## config.mk

```make
export PLATFORM = sky130hd
export DESIGN_NAME = light_markup_to_styled_text_unit
export DESIGN_NICKNAME = d
export VERILOG_FILES = /design/src/sv/lmst_pkg.sv /design/src/sv/lmst_core.sv /design/src/sv/light_markup_to_styled_text_unit.sv
export SDC_FILE = /design/constraint.sdc
export NUM_CORES = 1
export LEC_CHECK = 0
export BUFFER_PORTS_ARGS = -buffer_cell sky130_fd_sc_hd__buf_2
export CAP_MARGIN = 10
export CORE_MARGIN = 2
export CORE_UTILIZATION = 40
export DETAILED_ROUTE_END_ITERATION = 8
export HOLD_SLACK_MARGIN = 0.05
export PLACE_DENSITY = 0.69
export SLEW_MARGIN = 15
export SYNTH_ARGS = -nofsm -noshare
export SYNTH_HDL_FRONTEND = slang
export SYNTH_HIERARCHICAL = 1
export SYNTH_SLANG_ARGS = --single-unit
export TNS_END_PERCENT = 1
```

## constraint.sdc

```tcl
create_clock -name aclk -period 5.1 [get_ports aclk]
set_input_delay 0.255 -clock aclk [delete_from_list [all_inputs] [get_ports aclk]]
set_output_delay 0.255 -clock aclk [all_outputs]
set_load 0.01 [all_outputs]
```

## src/sv/lmst_pkg.sv

```systemverilog
`default_nettype none
package lmst_pkg;

    localparam int DEST_MAX_DEF    = 200;
    localparam int MAX_LINKS_DEF   = 32;
    localparam int OFFSET_BITS_DEF = 16;

    localparam int MAX_RES = 3;

    localparam logic [7:0] CH_BSLASH = 8'h5C;
    localparam logic [7:0] CH_HASH   = 8'h23;
    localparam logic [7:0] CH_LBRK   = 8'h5B;
    localparam logic [7:0] CH_RBRK   = 8'h5D;
    localparam logic [7:0] CH_LPAR   = 8'h28;
    localparam logic [7:0] CH_RPAR   = 8'h29;
    localparam logic [7:0] CH_STAR   = 8'h2A;
    localparam logic [7:0] CH_CR     = 8'h0D;
    localparam logic [7:0] CH_LF     = 8'h0A;
    localparam logic [7:0] CH_SPACE  = 8'h20;

    localparam logic [1:0] KIND_TEXT   = 2'd0;
    localparam logic [1:0] KIND_TARGET = 2'd1;
    localparam logic [1:0] KIND_RECORD = 2'd2;
    localparam logic [1:0] KIND_END    = 2'd3;

    localparam logic [1:0] REG_BOLD   = 2'd0;
    localparam logic [1:0] REG_UNBOLD = 2'd1;
    localparam logic [1:0] REG_LINK   = 2'd2;
    localparam logic [1:0] REG_UNLINK = 2'd3;

    localparam logic [7:0] BOLD_RST   = 8'd1;
    localparam logic [7:0] UNBOLD_RST = 8'd2;
    localparam logic [7:0] LINK_RST   = 8'd3;
    localparam logic [7:0] UNLINK_RST = 8'd4;

    typedef struct packed {
        logic [7:0] bold_code;
        logic [7:0] unbold_code;
        logic [7:0] link_code;
        logic [7:0] unlink_code;
    } cfg_t;

    typedef struct packed {
        logic [1:0]  kind;
        logic [7:0]  data;
        logic [4:0]  index;
        logic [15:0] start_pos;
        logic [15:0] end_pos;
    } rec_t;

endpackage
`default_nettype wire

```

## src/sv/lmst_core.sv

```systemverilog
`default_nettype none
module lmst_core
    import lmst_pkg::*;
#(
    parameter int DEST_MAX    = DEST_MAX_DEF,
    parameter int MAX_LINKS   = MAX_LINKS_DEF,
    parameter int OFFSET_BITS = OFFSET_BITS_DEF
) (
    input  wire logic                    aclk,
    input  wire logic                    aresetn,
    input  wire logic                    take,
    input  wire logic [7:0]              char_in,
    input  wire logic                    end_of_text,
    input  wire cfg_t                    cfg,
    output rec_t [MAX_RES-1:0]           res,
    output logic [1:0]                   res_cnt
);

    localparam int LINK_CNT_W = $clog2(MAX_LINKS + 1);
    localparam logic [OFFSET_BITS-1:0] OFF_ONE = {{(OFFSET_BITS-1){1'b0}}, 1'b1};

    logic hdr_reg, hdr_next;
    logic bold_reg, bold_next;
    logic link_reg, link_next;
    logic esc_reg, esc_next;
    logic skip_reg, skip_next;
    logic acb_reg, acb_next;
    logic cap_reg, cap_next;
    logic [7:0] tlen_reg, tlen_next;
    logic [OFFSET_BITS-1:0] off_reg, off_next;
    logic [OFFSET_BITS-1:0] open_reg, open_next;
    logic [OFFSET_BITS-1:0] close_reg, close_next;
    logic [LINK_CNT_W-1:0] lcnt_reg, lcnt_next;

    logic [OFFSET_BITS-1:0] off1, off2;
    logic [1:0] tx_n;
    logic [7:0] tx_b0, tx_b1;
    logic sp_en;
    rec_t sp;
    rec_t end_rec;
    logic handled;
    logic normal;

    assign off1 = (off_reg == '1) ? off_reg : off_reg + OFF_ONE;
    assign off2 = (off1 == '1) ? off1 : off1 + OFF_ONE;

    always_comb begin
        hdr_next   = hdr_reg;
        bold_next  = bold_reg;
        link_next  = link_reg;
        esc_next   = esc_reg;
        skip_next  = skip_reg;
        acb_next   = acb_reg;
        cap_next   = cap_reg;
        tlen_next  = tlen_reg;
        open_next  = open_reg;
        close_next = close_reg;
        lcnt_next  = lcnt_reg;
        tx_n       = 2'd0;
        tx_b0      = 8'd0;
        tx_b1      = 8'd0;
        sp_en      = 1'b0;
        sp         = '0;
        handled    = 1'b0;
        normal     = 1'b0;

        if (cap_reg) begin
            if (char_in == CH_RPAR || tlen_reg >= 8'(DEST_MAX)) begin
                cap_next = 1'b0;
                if (lcnt_reg < LINK_CNT_W'(MAX_LINKS)) begin
                    sp_en        = 1'b1;
                    sp.kind      = KIND_RECORD;
                    sp.index     = 5'(lcnt_reg);
                    sp.start_pos = 16'(open_reg);
                    sp.end_pos   = 16'(close_reg);
                    lcnt_next    = lcnt_reg + LINK_CNT_W'(1);
                end
            end else begin
                sp_en     = 1'b1;
                sp.kind   = KIND_TARGET;
                sp.data   = char_in;
                tlen_next = tlen_reg + 8'd1;
            end
        end else if (esc_reg) begin
            esc_next = 1'b0;
            tx_n     = 2'd1;
            tx_b0    = char_in;
        end else begin
            if (acb_reg) begin
                acb_next = 1'b0;
                if (char_in == CH_LPAR) begin
                    cap_next  = 1'b1;
                    tlen_next = 8'd0;
                    handled   = 1'b1;
                end
            end
            if (!handled && skip_reg) begin
                if (char_in == CH_HASH || char_in == CH_SPACE) begin
                    handled = 1'b1;
                end else begin
                    skip_next = 1'b0;
                end
            end
            normal = !handled;
        end

        if (normal) begin
            case (char_in)
                CH_BSLASH: begin
                    esc_next = 1'b1;
                end
                CH_HASH: begin
                    if (!hdr_reg) begin
                        tx_n  = 2'd1;
                        tx_b0 = cfg.bold_code;
                    end
                    hdr_next  = 1'b1;
                    skip_next = 1'b1;
                end
                CH_LBRK: begin
                    tx_n = 2'd1;
                    if (!link_reg) begin
                        open_next = off_reg;
                        tx_b0     = cfg.link_code;
                    end else begin
                        tx_b0 = char_in;
                    end
                    link_next = 1'b1;
                end
                CH_RBRK: begin
                    tx_n = 2'd1;
                    if (link_reg) begin
                        close_next = off_reg;
                        tx_b0      = cfg.unlink_code;
                        acb_next   = 1'b1;
                    end else begin
                        tx_b0 = char_in;
                    end
                    link_next = 1'b0;
                end
                CH_STAR: begin
                    tx_n      = 2'd1;
                    tx_b0     = bold_reg ? cfg.unbold_code : cfg.bold_code;
                    bold_next = !bold_reg;
                end
                CH_CR: begin
                end
                CH_LF: begin
                    if (hdr_reg) begin
                        hdr_next = 1'b0;
                        tx_n     = 2'd2;
                        tx_b0    = cfg.unbold_code;
                        tx_b1    = char_in;
                    end else begin
                        tx_n  = 2'd1;
                        tx_b0 = char_in;
                    end
                end
                default: begin
                    tx_n  = 2'd1;
                    tx_b0 = char_in;
                end
            endcase
        end

        case (tx_n)
            2'd1:    off_next = off1;
            2'd2:    off_next = off2;
            default: off_next = off_reg;
        endcase

        if (end_of_text) begin
            hdr_next   = 1'b0;
            bold_next  = 1'b0;
            link_next  = 1'b0;
            esc_next   = 1'b0;
            skip_next  = 1'b0;
            acb_next   = 1'b0;
            cap_next   = 1'b0;
            tlen_next  = '0;
            off_next   = '0;
            open_next  = '0;
            close_next = '0;
            lcnt_next  = '0;
        end
    end

    always_comb begin
        end_rec      = '0;
        end_rec.kind = KIND_END;
        res          = '0;
        res_cnt      = 2'd0;
        if (sp_en) begin
            res[0]  = sp;
            res_cnt = 2'd1;
        end else if (tx_n != 2'd0) begin
            res[0].kind = KIND_TEXT;
            res[0].data = tx_b0;
            res_cnt     = 2'd1;
            if (tx_n == 2'd2) begin
                res[1].kind = KIND_TEXT;
                res[1].data = tx_b1;
                res_cnt     = 2'd2;
            end
        end
        if (end_of_text) begin
            res[res_cnt] = end_rec;
            res_cnt      = res_cnt + 2'd1;
        end
    end

    always_ff @(posedge aclk) begin
        if (!aresetn) begin
            hdr_reg   <= 1'b0;
            bold_reg  <= 1'b0;
            link_reg  <= 1'b0;
            esc_reg   <= 1'b0;
            skip_reg  <= 1'b0;
            acb_reg   <= 1'b0;
            cap_reg   <= 1'b0;
            tlen_reg  <= '0;
            off_reg   <= '0;
            open_reg  <= '0;
            close_reg <= '0;
            lcnt_reg  <= '0;
        end else if (take) begin
            hdr_reg   <= hdr_next;
            bold_reg  <= bold_next;
            link_reg  <= link_next;
            esc_reg   <= esc_next;
            skip_reg  <= skip_next;
            acb_reg   <= acb_next;
            cap_reg   <= cap_next;
            tlen_reg  <= tlen_next;
            off_reg   <= off_next;
            open_reg  <= open_next;
            close_reg <= close_next;
            lcnt_reg  <= lcnt_next;
        end
    end

endmodule
`default_nettype wire

```

## src/sv/light_markup_to_styled_text_unit.sv

```systemverilog
`default_nettype none
// Channel   Direction  Handshake          Payload
// s_        in         s_valid/s_ready    s_char_in, s_end_of_text
// m_        out        m_valid/m_ready    m_out_kind, m_out_byte, m_link_index,
//                                         m_link_start_pos, m_link_end_pos, m_last_of_run
// apb       in         psel/penable       paddr, pwdata, prdata (marker codes)
//
// One markup byte per cycle while m_ready is high and each byte yields at most one result.
// A byte with two or three results holds the input until its last result goes: the
// result buffer sends one result per cycle while m_ready is high and takes the next byte on its last.
// Reset is synchronous on aresetn low; marker codes return to 1, 2, 3, 4.
// A stalled m_ready holds the buffer and, while it holds any result, the input.
module light_markup_to_styled_text_unit
    import lmst_pkg::*;
#(
    parameter int DEST_MAX    = DEST_MAX_DEF,
    parameter int MAX_LINKS   = MAX_LINKS_DEF,
    parameter int OFFSET_BITS = OFFSET_BITS_DEF
) (
    input  wire logic        aclk,
    input  wire logic        aresetn,

    input  wire logic        s_valid,
    output logic             s_ready,
    input  wire logic [7:0]  s_char_in,
    input  wire logic        s_end_of_text,

    output logic             m_valid,
    input  wire logic        m_ready,
    output logic [1:0]       m_out_kind,
    output logic [7:0]       m_out_byte,
    output logic [4:0]       m_link_index,
    output logic [15:0]      m_link_start_pos,
    output logic [15:0]      m_link_end_pos,
    output logic             m_last_of_run,

    input  wire logic        psel,
    input  wire logic        penable,
    input  wire logic        pwrite,
    input  wire logic [3:0]  paddr,
    input  wire logic [31:0] pwdata,
    output logic [31:0]      prdata,
    output logic             pready
);

    cfg_t cfg_reg;
    rec_t [MAX_RES-1:0] res;
    logic [1:0] res_cnt;
    rec_t [MAX_RES-1:0] buf_reg;
    logic [1:0] cnt_reg;
    logic [1:0] ptr_reg;
    logic take;
    logic last_slot;
    logic pop;
    logic cfg_wr;
    logic [1:0] reg_idx;
    rec_t cur;

    assign pready  = 1'b1;
    assign reg_idx = paddr[3:2];
    assign cfg_wr  = psel && penable && pwrite;

    always_ff @(posedge aclk) begin
        if (!aresetn) begin
            cfg_reg.bold_code   <= BOLD_RST;
            cfg_reg.unbold_code <= UNBOLD_RST;
            cfg_reg.link_code   <= LINK_RST;
            cfg_reg.unlink_code <= UNLINK_RST;
        end else if (cfg_wr) begin
            case (reg_idx)
                REG_BOLD:   cfg_reg.bold_code   <= pwdata[7:0];
                REG_UNBOLD: cfg_reg.unbold_code <= pwdata[7:0];
                REG_LINK:   cfg_reg.link_code   <= pwdata[7:0];
                REG_UNLINK: cfg_reg.unlink_code <= pwdata[7:0];
                default:    cfg_reg.bold_code   <= cfg_reg.bold_code;
            endcase
        end
    end

    always_comb begin
        case (reg_idx)
            REG_BOLD:   prdata = {24'd0, cfg_reg.bold_code};
            REG_UNBOLD: prdata = {24'd0, cfg_reg.unbold_code};
            REG_LINK:   prdata = {24'd0, cfg_reg.link_code};
            REG_UNLINK: prdata = {24'd0, cfg_reg.unlink_code};
            default:    prdata = 32'd0;
        endcase
    end

    lmst_core #(
        .DEST_MAX    (DEST_MAX),
        .MAX_LINKS   (MAX_LINKS),
        .OFFSET_BITS (OFFSET_BITS)
    ) u_core (
        .aclk        (aclk),
        .aresetn     (aresetn),
        .take        (take),
        .char_in     (s_char_in),
        .end_of_text (s_end_of_text),
        .cfg         (cfg_reg),
        .res         (res),
        .res_cnt     (res_cnt)
    );

    assign m_valid   = (cnt_reg != 2'd0);
    assign last_slot = (ptr_reg == cnt_reg - 2'd1);
    assign pop       = m_valid && m_ready;
    assign s_ready   = !m_valid || (pop && last_slot);
    assign take      = s_valid && s_ready;

    always_ff @(posedge aclk) begin
        if (!aresetn) begin
            cnt_reg <= 2'd0;
            ptr_reg <= 2'd0;
        end else if (take) begin
            cnt_reg <= res_cnt;
            ptr_reg <= 2'd0;
        end else if (pop) begin
            if (last_slot) begin
                cnt_reg <= 2'd0;
                ptr_reg <= 2'd0;
            end else begin
                ptr_reg <= ptr_reg + 2'd1;
            end
        end
    end

    always_ff @(posedge aclk) begin
        if (take) begin
            buf_reg <= res;
        end
    end

    assign cur              = buf_reg[ptr_reg];
    assign m_out_kind       = cur.kind;
    assign m_out_byte       = cur.data;
    assign m_link_index     = cur.index;
    assign m_link_start_pos = cur.start_pos;
    assign m_link_end_pos   = cur.end_pos;
    assign m_last_of_run    = last_slot;

endmodule
`default_nettype wire
```

==> flow_metrics.tcl <==
set metrics [dict create \
    endpoint_kind "flop" \
    startpoint_type "flop" \
    path_clk_slew_ns 0.06 \
    numCtsBuffers 26 \
    diodes 0 \
    finalHoldViolations 0 \
    peakVddDrop_mv 0.2124 \
    path_cells "ha_1 -> nand4_4 -> or4_1 -> nand2_1 -> nand2_1 -> ha_1 -> nor3b_4 -> a21oi_1 -> a21oi_1 -> a21o_1 -> mux2_2" \
    clk_latency_ns 0.53 \
    dp_slack_ns 1.221 \
    required_ns 5.51 \
    maxCapViolCount 0 \
    timing.final.max_slew_violations 0 \
    core_area_sq_mm 0.03147 \
    synth.area.top_cells "edfxtp_1 (33%), dfxtp_1 (16%), buf_4 (7.1%)" \
    drt_iter0_drc 560 \
    grt_pass1_wl_mm 42.96 \
    hp-class "in2reg" \
    p_leak_nw 4.995 \
    setup_viol 0 \
    synth_edf_count 141 \
    fmax_mhz 267.7 \
    regToRegStartpoint "u_core/off_reg[1]" \
    slowest_delay_ns 0.82 \
    fin_area_sq_mm 0.01384 \
    cts_max_path_buffers 3 \
    outcome "completed" \
    largest_reg_flops 141 \
    grt_pass1_vias 8542 \
    gr-total-overflow 0 \
    total_power_mw 4.665 \
    die-area_sq_mm 0.03337 \
    crit_path_max_fanout 11 \
    cp_slowest_cell "or4_1" \
    synth_flop_cell "edfxtp_1" \
    hpwl_mm 17.14 \
    cts-htree-levels 1 \
    yosysWarnings 6 \
    syn_inst 1257 \
    fin_hold_ws_ns 0.1136 \
    fin_skew_ns 0.01215 \
    yosysTopAreaCellShare_pct 33.15 \
    ys_ff_latch 246 \
    cp-startpoint "u_core/off_reg[1]" \
    power_density_mw_per_mm2 337.0 \
    avgSynthCellArea_sq_um 10.16 \
    finalCritPeriodShare_pct 73.24 \
    totalWireLength_mm 26.33 \
    setup.worst_path.class "reg2reg" \
    place.gp.congestion 0.8760 \
    grt_max_degree 84 \
    synth_top_area_cell "edfxtp_1" \
    final_nets 1358 \
    grtUsageTotal_pct 15.57 \
    antenna_found_initial 0 \
    worst_slack_ns 1.365 \
    holdCritStartpoint "s_char_in[5]" \
    drc 0 \
    cts_tree "done" \
    yosys.cell_types.count 83 \
    vias_per_cell 5.193 \
    cts-root-buf "clkbuf_16" \
    dieHeight_um 182.7 \
    io_buffers 83 \
    die_x_um 182.7 \
    seq_area_frac_synth_pct 49.61 \
    synth_area_sq_mm 0.01277 \
    first_pass_iters 4 \
    cts_setup_buffers 0 \
    initial_utilization_pct 40.58 \
    clock_sinks 246 \
    placed_area_sq_mm 0.01292 \
    maxSlewHeadroom_pct 25.91 \
    rows 65 \
    synthArstFlopShare_pct 0 \
    num_io_pins 135 \
    ant_nets 0 \
    drive_gt1_share_pct 13.52 \
    via_count 8926 \
    crit_arrival_ns 4.15 \
    rsz0062_at_grt "no" \
    timing.final.crit_period_ns 3.735 \
    fin_setup_tns_ns 0 \
    tightest_slew_ns 1.110 \
    wl_per_cell_um 15.32 \
    area_delta_synth_final_pct 8.386 \
]
[layout make-up]
| cell class | count | area (sq um) |
|---|---|---|
| clock buffers | 35 | 725.7 |
| clock inverters | 13 | 93.84 |
| fillers | 2972 | 17630 |
| inverters | 24 | 90.09 |
| multi-input cells | 898 | 5509 |
| flip-flops and latches | 246 | 6337 |
| well taps | 402 | 503.0 |
| repair buffers | 101 | 583.1 |
[stage by stage]
stage,util [%],std cells
floorplan,-,1367
global placement,41.05,1662
detailed placement,41.05,1662
CTS,43.91,1718
global route,43.98,1719
finish,43.98,1719
[synth_stat cells (all sizes together), types with 8 or more instances]
cell type,instances
xor2,13
dfxtp,105
clkbuf,43
o21ai,120
o22ai,8
nor4,8
nand4,9
xnor2,17
inv,24
nand3b,16
a31oi,13
and3,46
nor3,23
a21boi,18
a22oi,19
a21oi,63
edfxtp,141
buf,156
nand2,120
nor2b,25
nand3,49
ha,9
mux4,8
mux2i,56
a211oi,8
nor2,46
[cell usage in the layout (no fill, tap or decap), types with 13 or more instances in the layout]
cell,n
edfxtp_1,141
nand2_1,117
conb_1,113
o21ai_0,108
dfxtp_1,104
buf_2,83
a21oi_1,63
mux2i_1,56
nand3_1,48
and3_1,46
nor2_1,45
clkbuf_16,27
inv_1,24
nor2b_1,24
a22oi_1,19
nor3_1,18
xnor2_1,16
nand3b_1,16
xor2_1,13
a31oi_1,13
[worst paths after layout]
kind / slack (ns) / cells after the start / to
max reg2reg: 1.36 / 11 / u_core/off_reg[5]
min: 0.11 / 3 / buf_reg[42]
max: 1.36 / 11 / u_core/off_reg[5]
min reg2reg: 0.44 / 2 / u_core/close_reg[7]
[what timing repair did]
action | CTS | global route
hold endpoints to repair | 28 | 0
resized for setup | 0 | 0
setup endpoints to repair | 0 | 0
hold buffers | 8 | 0
[routing by layer]
layer	wire length [um]	up-vias	track usage [%]
met5	0	-	0
met2	12870	205	26.98
met4	734	0	5.452
li1	-	4412	-
met1	11560	4257	19.82
met3	1164	52	2.295
[worst max-delay path, delay by kind of cell, from the launching register on]
family	cells	cell delay (ns)
AND/OR/NAND/NOR	5	1.43
adder cells (fa/ha/maj)	2	0.69
AO/OA/AOI/OAI	3	0.64
flip-flops	1	0.61
multiplexers	1	0.25
[power by group]
group | leakage, nW | switching [mW] | internal (mW)
registers | 2.21 | 0.0432 | 2.28
logic | 2.38 | 0.360 | 0.172
clock network | 0.402 | 0.760 | 1.05
total | 5.00 | 1.16 | 3.50
[kinds of logic after synthesis]
logic type      share of synthesized area (%)
compound gates                          14.20
xor+xnor                                2.116
fa+ha+maj                              0.8818
buf+inv                                 10.74
flops                                   49.61
mux                                     5.947
other cells                           0.08817
simple gates                            16.42
(Power assumes the default switching activity.)
